===== src/design/u8d_pkg.sv =====
// Shared types, byte-range constants and the code page 1252 mapping for the
// UTF-8 validating decoder. No dependencies.

package u8d_pkg;

   // Transaction payloads
   typedef struct packed {
      logic [7:0] data_byte;
      logic       stream_end;
   } req_type;

   typedef struct packed {
      logic [20:0] char_value;
      logic        malformed;
      logic        run_last;
   } rsp_type;

   // One input byte's worth of results: cnt results, all replacements except
   // that the last one carries good_val when good is set.
   typedef struct packed {
      logic [2:0]  cnt;
      logic        good;
      logic [20:0] good_val;
   } burst_type;

   // Register indexes
   localparam logic CSR_OUTPUT_MODE      = 1'b0;
   localparam logic CSR_REPLACEMENT_CODE = 1'b1;

   localparam logic [20:0] REPLACEMENT_RESET = 21'h00FFFD;
   localparam logic [20:0] QMARK             = 21'h00003F;

   // Lead byte ranges
   localparam logic [7:0] ASCII_TOP = 8'h7F;
   localparam logic [7:0] LEAD2_LO  = 8'hC2;
   localparam logic [7:0] LEAD2_HI  = 8'hDF;
   localparam logic [7:0] LEAD3_LO  = 8'hE0;
   localparam logic [7:0] LEAD3_HI  = 8'hEF;
   localparam logic [7:0] LEAD4_LO  = 8'hF0;
   localparam logic [7:0] LEAD4_HI  = 8'hF4;
   localparam logic [7:0] LEAD_ED   = 8'hED;

   // Continuation bounds
   localparam logic [7:0] CONT_LO     = 8'h80;
   localparam logic [7:0] CONT_HI     = 8'hBF;
   localparam logic [7:0] AFTER_E0_LO = 8'hA0;
   localparam logic [7:0] AFTER_ED_HI = 8'h9F;
   localparam logic [7:0] AFTER_F0_LO = 8'h90;
   localparam logic [7:0] AFTER_F4_HI = 8'h8F;

   // Code points of bytes 0x80-0x9F in code page 1252
   localparam logic [15:0] CP1252_UPPER [32] = '{
      16'h20AC, 16'h0081, 16'h201A, 16'h0192, 16'h201E, 16'h2026, 16'h2020, 16'h2021,
      16'h02C6, 16'h2030, 16'h0160, 16'h2039, 16'h0152, 16'h008D, 16'h017D, 16'h008F,
      16'h0090, 16'h2018, 16'h2019, 16'h201C, 16'h201D, 16'h2022, 16'h2013, 16'h2014,
      16'h02DC, 16'h2122, 16'h0161, 16'h203A, 16'h0153, 16'h009D, 16'h017E, 16'h0178
   };

   // Code point to code page 1252 byte, '?' when there is none
   function automatic logic [20:0] to_cp1252(input logic [20:0] cp);
      logic [20:0] res;
      res = QMARK;
      if (cp < 21'h80 || (cp >= 21'hA0 && cp <= 21'hFF)) begin
         res = cp;
      end else begin
         for (int k = 0; k < 32; k++) begin
            if ({5'd0, CP1252_UPPER[k]} == cp) begin
               res = 21'h80 | 21'(k);
            end
         end
      end
      return res;
   endfunction

endpackage


===== src/design/utf8_validating_decoder.sv =====
// Top level of the UTF-8 validating decoder: configuration registers, burst
// register and output register. Depends on u8d_pkg and u8d_decode.
//
//   channel  direction  handshake            payload
//   req      in         req_valid/req_stall  req_data  (data_byte, stream_end)
//   rsp      out        rsp_valid/rsp_stall  rsp_data  (char_value, malformed, run_last)
//   csr      in         csr_we               csr_index, csr_wdata
//
// One byte is taken per cycle while req_stall is low; a byte that yields n results (0 to 4)
// stalls the input (not for 0 or 1, unless rsp_stall holds the drain) while the burst
// register drains one result a cycle whenever the output register can take it.
// The output register lets a new byte enter while a result waits on rsp_stall.
// Each result passes through the burst register and then the output register.
// Synchronous reset clears the sequence state, both registers' valid state and
// the configuration (mode 0, replacement U+FFFD).

module utf8_validating_decoder (
   input  logic               clock,
   input  logic               reset,
   input  logic               req_valid,
   output logic               req_stall,
   input  u8d_pkg::req_type   req_data,
   output logic               rsp_valid,
   input  logic               rsp_stall,
   output u8d_pkg::rsp_type   rsp_data,
   input  logic               csr_we,
   input  logic               csr_index,
   input  logic [20:0]        csr_wdata
);
   import u8d_pkg::*;

   logic        mode_ff;
   logic [20:0] rep_ff;
   logic [20:0] rep_mapped;

   logic [2:0]  a_cnt_ff, a_cnt_in;
   logic        a_good_ff;
   logic [20:0] a_gval_ff;
   logic        out_valid_ff, out_valid_in;
   rsp_type     out_data_ff, out_data_in;

   logic        b_ready;
   logic        a_move;
   logic        req_accept;
   logic        item_good;
   burst_type   burst;

   // Configuration registers
   always_ff @(posedge clock) begin
      if (reset) begin
         mode_ff <= 1'b0;
         rep_ff  <= REPLACEMENT_RESET;
      end else if (csr_we) begin
         case (csr_index)
            CSR_OUTPUT_MODE:      mode_ff <= csr_wdata[0];
            CSR_REPLACEMENT_CODE: rep_ff  <= csr_wdata;
            default:              ;
         endcase
      end
   end

   assign rep_mapped = mode_ff ? to_cp1252(rep_ff) : rep_ff;

   // Handshake
   assign b_ready    = !out_valid_ff || !rsp_stall;
   assign a_move     = (a_cnt_ff != 3'd0) && b_ready;
   assign req_stall  = !((a_cnt_ff == 3'd0) || (a_cnt_ff == 3'd1 && b_ready));
   assign req_accept = req_valid && !req_stall;

   u8d_decode u_decode (
      .clock      (clock),
      .reset      (reset),
      .accept     (req_accept),
      .data_byte  (req_data.data_byte),
      .stream_end (req_data.stream_end),
      .mode       (mode_ff),
      .burst      (burst)
   );

   // Burst register: results still owed for the last byte
   always_comb begin
      a_cnt_in = a_cnt_ff;
      if (a_move) a_cnt_in = a_cnt_ff - 3'd1;
      if (req_accept) a_cnt_in = burst.cnt;
   end

   // Next result item from the burst
   assign item_good = (a_cnt_ff == 3'd1) && a_good_ff;

   always_comb begin
      out_valid_in = out_valid_ff;
      out_data_in  = out_data_ff;
      if (a_move) begin
         out_valid_in           = 1'b1;
         out_data_in.char_value = item_good ? a_gval_ff : rep_mapped;
         out_data_in.malformed  = !item_good;
         out_data_in.run_last   = (a_cnt_ff == 3'd1);
      end else if (!rsp_stall) begin
         out_valid_in = 1'b0;
      end
   end

   always_ff @(posedge clock) begin
      if (reset) begin
         a_cnt_ff     <= 3'd0;
         out_valid_ff <= 1'b0;
      end else begin
         a_cnt_ff     <= a_cnt_in;
         out_valid_ff <= out_valid_in;
      end
   end

   // Payload registers
   always_ff @(posedge clock) begin
      if (req_accept) begin
         a_good_ff <= burst.good;
         a_gval_ff <= burst.good_val;
      end
      out_data_ff <= out_data_in;
   end

   assign rsp_valid = out_valid_ff;
   assign rsp_data  = out_data_ff;

endmodule


===== src/design/u8d_decode.sv =====
// Sequence tracker of the UTF-8 decoder: holds the open-sequence state and
// turns each accepted byte into a result burst. Depends on u8d_pkg.

module u8d_decode (
   input  logic                 clock,
   input  logic                 reset,
   input  logic                 accept,
   input  logic [7:0]           data_byte,
   input  logic                 stream_end,
   input  logic                 mode,
   output u8d_pkg::burst_type   burst
);
   import u8d_pkg::*;

   logic [1:0]  rem_ff, rem_in;
   logic [1:0]  acc_ff, acc_in;
   logic [20:0] part_ff, part_in;
   logic [7:0]  lo_ff, lo_in;
   logic [7:0]  hi_ff, hi_in;

   logic        in_seq;
   logic        in_bounds;
   logic [20:0] part_ext;
   logic [1:0]  rem_dec;
   logic [2:0]  pre_cnt;
   logic [20:0] raw_val;

   assign in_seq    = (rem_ff != 2'd0);
   assign in_bounds = (data_byte >= lo_ff) && (data_byte <= hi_ff);
   assign part_ext  = {part_ff[14:0], data_byte[5:0]};
   assign rem_dec   = rem_ff - 2'd1;

   // Next state and burst for this byte
   always_comb begin
      rem_in     = 2'd0;
      acc_in     = 2'd0;
      part_in    = 21'd0;
      lo_in      = CONT_LO;
      hi_in      = CONT_HI;
      burst.cnt  = 3'd0;
      burst.good = 1'b0;
      raw_val    = 21'd0;
      pre_cnt    = 3'd0;
      if (in_seq && in_bounds) begin
         if (rem_dec == 2'd0) begin
            // sequence complete
            burst.cnt  = 3'd1;
            burst.good = 1'b1;
            raw_val    = part_ext;
         end else if (stream_end) begin
            // truncated: replace every byte taken
            burst.cnt = {1'b0, acc_ff} + 3'd1;
         end else begin
            rem_in  = rem_dec;
            acc_in  = acc_ff + 2'd1;
            part_in = part_ext;
         end
      end else begin
         // flush a broken sequence, then treat the byte as a lead
         pre_cnt = in_seq ? {1'b0, acc_ff} : 3'd0;
         if (data_byte <= ASCII_TOP) begin
            burst.cnt  = pre_cnt + 3'd1;
            burst.good = 1'b1;
            raw_val    = {13'd0, data_byte};
         end else if (data_byte inside {[LEAD2_LO:LEAD2_HI], [LEAD3_LO:LEAD3_HI],
                                        [LEAD4_LO:LEAD4_HI]}) begin
            if (stream_end) begin
               burst.cnt = pre_cnt + 3'd1;
            end else begin
               burst.cnt = pre_cnt;
               acc_in    = 2'd1;
               if (data_byte <= LEAD2_HI) begin
                  rem_in  = 2'd1;
                  part_in = {16'd0, data_byte[4:0]};
               end else if (data_byte <= LEAD3_HI) begin
                  rem_in  = 2'd2;
                  part_in = {17'd0, data_byte[3:0]};
                  if (data_byte == LEAD3_LO) lo_in = AFTER_E0_LO;
                  if (data_byte == LEAD_ED)  hi_in = AFTER_ED_HI;
               end else begin
                  rem_in  = 2'd3;
                  part_in = {18'd0, data_byte[2:0]};
                  if (data_byte == LEAD4_LO) lo_in = AFTER_F0_LO;
                  if (data_byte == LEAD4_HI) hi_in = AFTER_F4_HI;
               end
            end
         end else begin
            // invalid lead
            burst.cnt = pre_cnt + 3'd1;
         end
      end
      burst.good_val = mode ? to_cp1252(raw_val) : raw_val;
   end

   // Sequence state
   always_ff @(posedge clock) begin
      if (reset) begin
         rem_ff  <= 2'd0;
         acc_ff  <= 2'd0;
         part_ff <= 21'd0;
         lo_ff   <= CONT_LO;
         hi_ff   <= CONT_HI;
      end else if (accept) begin
         rem_ff  <= rem_in;
         acc_ff  <= acc_in;
         part_ff <= part_in;
         lo_ff   <= lo_in;
         hi_ff   <= hi_in;
      end
   end

endmodule


===== config.mk =====
export PLATFORM = sky130hd
export DESIGN_NAME = utf8_validating_decoder
export DESIGN_NICKNAME = d
export VERILOG_FILES = /design/src/design/u8d_pkg.sv /design/src/design/utf8_validating_decoder.sv /design/src/design/u8d_decode.sv
export SDC_FILE = /design/constraint.sdc
export NUM_CORES = 1
export LEC_CHECK = 0
export BUFFER_PORTS_ARGS = -buffer_cell sky130_fd_sc_hd__buf_2
export CORE_ASPECT_RATIO = 0.8
export CORE_UTILIZATION = 45
export DETAILED_ROUTE_END_ITERATION = 16
export GPL_TIMING_DRIVEN = 0
export PLACE_DENSITY_LB_ADDON = 0.25
export SYNTH_ARGS = -nofsm -noshare
export SYNTH_HDL_FRONTEND = slang
export SYNTH_HIERARCHICAL = 1
export SYNTH_SLANG_ARGS = --single-unit

===== constraint.sdc =====
create_clock -name clock -period 3.61 [get_ports clock]
set_input_delay 0.722 -clock clock [delete_from_list [all_inputs] [get_ports clock]]
set_output_delay 0.722 -clock clock [all_outputs]
set_load 0.02 [all_outputs]

# After elaboration in Yosys (flattened, before gate mapping)
# Cells that the tools add are included.
[totals]
inputBits = 36
out_inout_bits = 25
regBits = 106
elab_cells = 255
[op_classes]
n_reduce_logical = 27
addsub = 5
n_mux = 123
n_eq_ne = 70
bitwise_logic = 1
order_cmp = 15
[op_table]
columns = ["op", "count"]
rows = [
  ["two-way mux 21 bit", 38],
  ["equality test 14 x 21 -> 1 bit (first input constant)", 34],
  ["two-way mux 8 bit", 46],
  ["equality test 9 x 21 -> 1 bit (first input constant)", 16],
  ["equality test 8 x 21 -> 1 bit (first input constant)", 10],
  ["two-way mux 15 bit", 7],
  ["equality test 10 x 21 -> 1 bit (first input constant)", 4],
  ["greater-or-equal comparator 21 x 8 -> 1 bit (second input constant)", 2],
  ["<= comparator 21 x 8 -> 1 bit (second input constant)", 2],
  ["< comparator 21 x 8 -> 1 bit (second input constant)", 2],
  ["equality test 8 bit (second input constant)", 4],
  ["two-way mux 2 bit", 13],
  ["greater-or-equal comparator 8 bit (second input constant)", 3],
  ["<= comparator 8 bit (second input constant)", 3],
  ["two-way mux 3 bit", 7],
  ["two-way mux 6 bit", 3],
  ["logical AND 1 bit", 11],
  ["greater-or-equal comparator 8 bit", 1],
  ["<= comparator 8 x 7 -> 1 bit (second input constant)", 1],
  ["<= comparator 8 bit", 1],
  ["two-way mux 4 bit", 2],
  ["two-way mux 1 bit", 6],
  ["nonzero test 3 bit", 2],
  ["two-way mux 5 bit", 1],
  ["other kinds (14)", 22],
]

# Longest topological paths before layout
[logic_depth]
word_depth = 39
ltp_mapped = 13

# Modules after synthesis
# The synthesis kept the hierarchy.
[by_module_without_submodules]
columns = ["module", "instances", "area_each_um2", "cells_per_inst"]
rows = [
  ["utf8_validating_decoder", 1, 3778.6, 398],
  ["u8d_decode", 1, 2423.6, 354],
]

# Least setup slack after synthesis
# OpenSTA, ideal clock, no wires.
[synth_timing]
path_type = "input to register"
from = "input port req_data[5] in the netlist's numbering"
to = "register a_gval_ff[7] (data pin)"
slack_ns = 0.410
setup_time_ns = 0.266
t_arrival_ns = 2.934
required_ns = 3.344
stages = 12
cell_sequence = "clkbuf_1 inv_1 ha_1 and2_1 a2111oi_1 or3_1 buf_2 or2_4 buf_6 a41oi_2 nor4_1 nor2_1"
[synth_lines]
columns = ["item", "line_no", "text"]
rows = [
  ["start: declaration", "utf8_validating_decoder.sv:22", "input u8d_pkg::req_type req_data,"],
  ["end signal: assignment", "utf8_validating_decoder.sv:117", "a_gval_ff <= burst.good_val;"],
  ["end: declaration", "utf8_validating_decoder.sv:38", "logic [20:0] a_gval_ff;"],
]

==> results.sh <==
export IMPL_worst_ep_arrival_time_ns=3.54
export IMPL_seq_area_frac_synth_pct=37.6
export IMPL_drive_above_1_share_pct=14.9
export IMPL_synthFlopType="dfxtp_1"
export IMPL_synth_cell_type_count=82
export IMPL_clock_fmax_mhz=288
export IMPL_wl_per_cell_microns=20.4
export IMPL_vdd_ir_drop_max_mv=0.560
export IMPL_die_w_microns=133
export IMPL_finClkSkew_ns=0.0127
export IMPL_antenna_found_initial=0
export IMPL_combPwrFrac_pct=32.1
export IMPL_nNetsFinal=867
export IMPL_syn_area_sq_um=6200
export IMPL_grt_total_usage_pct=29.7
export IMPL_core_sq_um=13100
export IMPL_drc=0
export IMPL_crit_path_end_kind="register"
export IMPL_worstSetupPathType="primary input to register"
export IMPL_p_leak_uw=0.00247
export IMPL_yosys_warnings=6
export IMPL_cts_tree="done"
export IMPL_num_rows=37
export IMPL_numCtsBuffers=9
export IMPL_post_route_cell_area_sq_um=6980
export IMPL_first_iter_violations=787
export IMPL_tightest_slew_ns=1.07
export IMPL_grt_max_degree=28
export IMPL_grt_pass1_wl_mm=32.1
export IMPL_synth_top_cell_area_share_pct=21.8
export IMPL_cp_max_fo=15
export IMPL_final_setup_tns_ns=0
export IMPL_startpoint_type="primary input"
export IMPL_overflow=0
export IMPL_vias=6207
export IMPL_final_cell_mix="118 x nand2_1, 71 x buf_2, 52 x nor2_1"
export IMPL_yosysTopAreaCell="edfxtp_1"
export IMPL_cts_buffer_depth=2
export IMPL_syn2layout_area_growth_pct=12.6
export IMPL_hold_violations=0
export IMPL_cts_root_buffer="clkbuf_16"
export IMPL_rsz0062_at_grt="no"
export IMPL_synth_nets=799
export IMPL_switching_share_pct=36.8
export IMPL_setup_viol=0
export IMPL_p_seq_share_pct=43.2
export IMPL_routabilityCongestion=0.968
export IMPL_clk_latency_ns=0.35
export IMPL_slew_viol_final=0
export IMPL_pin_count=61
export IMPL_fin_ws_ns=0.143
export IMPL_num_antenna_cells=0
export IMPL_clk_pin_slew_ns=0.07
export IMPL_slew_headroom_pct=27.8
export IMPL_synth_area_leaders="edfxtp_1 22%, dfxtp_1 16%, nand2_1 7.1%, a21oi_1 3.7%, nand3_1 3.6%"
export IMPL_p_total_uw=3570
export IMPL_io_buffers=58
export IMPL_post_place_ws_ns=-0.410
export IMPL_wl_mm=20.4
export IMPL_status="completed"
export IMPL_post_route_util_pct=53.1
export IMPL_async_flop_share_pct=0
export IMPL_syn_inst=752
export IMPL_vias_per_cell=6.21
export IMPL_start_util_pct=47.2
export IMPL_cts_hold_buffers_added=0
export IMPL_placement_cell_area_sq_um=6720
export IMPL_ant_nets=0
export IMPL_cts_resized=0
export IMPL_synth_edf_count=45
export IMPL_die_height_microns=107
export IMPL_drtPass1Iterations=5
export IMPL_intPower_uw=2260
export IMPL_p_switching_uw=1310
export IMPL_final_common_cell="nand2_1"
export IMPL_ys_ff_latch=94
export IMPL_dp_hpwl_mm=15.5
export IMPL_cts_sinks=94
export IMPL_period_minus_slack_ns=3.47
export IMPL_die_area_sq_um=14300
export IMPL_post_synth_cell_area_avg_sq_um=8.25
export IMPL_finalCritPeriodShare_pct=96.0
export IMPL_cts_htree_levels=3
export IMPL_hold_class="register to register"
export IMPL_cp_required_ns=3.68
export IMPL_grt_pass1_vias=5694
export IMPL_postCtsSetupRepairBufs=0
export IMPL_cap_violations=0
export IMPL_clkPwrFrac_pct=24.7
export IMPL_powerDensity_nw_per_um2=511
-- power by group through the flow --
stage	Sequential, uW	Combinational, uW	Clock [uW]
final	1540	1140	882
after global routing	1570	1250	933
after CTS	1540	1140	893
after detailed placement	1570	1140	0
after global placement	1570	1110	0
after floorplan	1710	600	0
-- per-stage QoR --
stage	hold WS [ns]	instances
global placement	0.461	985
finish	0.479	1000
global route	0.499	1000
floorplan	0.443	752
detailed placement	0.473	985
CTS	0.483	1000
-- flip-flops by register name, indices dropped and copies added, names as in the netlist --
signal,count
a_cnt_ff,3
u_decode/part_ff,15
u_decode/rem_ff,2
mode_ff,1
rsp_data,23
u_decode/acc_ff,2
u_decode/hi_ff,2
a_gval_ff,21
rep_ff,21
rsp_valid,1
a_good_ff,1
u_decode/lo_ff,2
-- final timing paths --
path / from / end / slack (ns) / depth (start not counted)
worst min-delay path: u_decode/lo_ff[5] / u_decode/lo_ff[5] / 0.48 / 2
worst min register to register: u_decode/lo_ff[5] / u_decode/lo_ff[5] / 0.48 / 2
worst max-delay path: req_data[5] / a_gval_ff[7] / 0.14 / 12
worst max register to register: u_decode/part_ff[11] / a_gval_ff[4] / 0.37 / 7
-- cell usage after synthesis (6+ instances only) --
cell type and instances:
a211oi_1 7, a21oi_1 46, a31oi_1 6, and2_1 23, buf_2 13, clkbuf_1 29
dfxtp_1 49, edfxtp_1 45, ha_1 11, inv_1 16, nand2_1 118, nand2b_1 14
nand3_1 44, nand3b_1 22, nand4_1 21, nor2_1 52, nor2b_1 18, nor3_1 31
nor4_1 22, o211ai_1 6, o21ai_0 29
-- critical path, stage by stage --
cell and delay (ns):
buf_2 0.26, inv_1 0.13, ha_1 0.31, and2_1 0.15, a2111oi_1 0.55, or3_1 0.17, buf_2 0.22, or2_4 0.19
buf_6 0.17, a41oi_2 0.07, nor4_1 0.49, nor2_1 0.10
-- logic make-up (layout without fill, tap and decap cells) --
family          Yosys count  count (layout)  share of synthesized area, %
simple gates            417             417                          36.9
compound gates          146             146                          15.9
flops                    94              94                          37.6
buf+inv                  71             144                          5.49
fa+ha+maj                11              11                          2.22
xor+xnor                  9               9                          1.27
mux                       4               4                         0.666
-- layout make-up --
class                      instances  area (sq um)
buffer                            53           273
clock buffer                      12           236
clock inverter                     4          27.5
fill                            1306          6160
inverter                          17          63.8
multi-input combinational        587          3540
sequential                        94          2330
tap                              175           219
timing repair buffer              58           290
-- per-layer routing --
layer	share of wire, %	global-route usage (%)	up-vias
li1	-	-	2893
met1	48	45.5	2957
met2	41	41.6	323
met3	8.8	5.77	34
met4	1.7	7.95	0
met5	0	0	-
(Power assumes the default switching activity.)
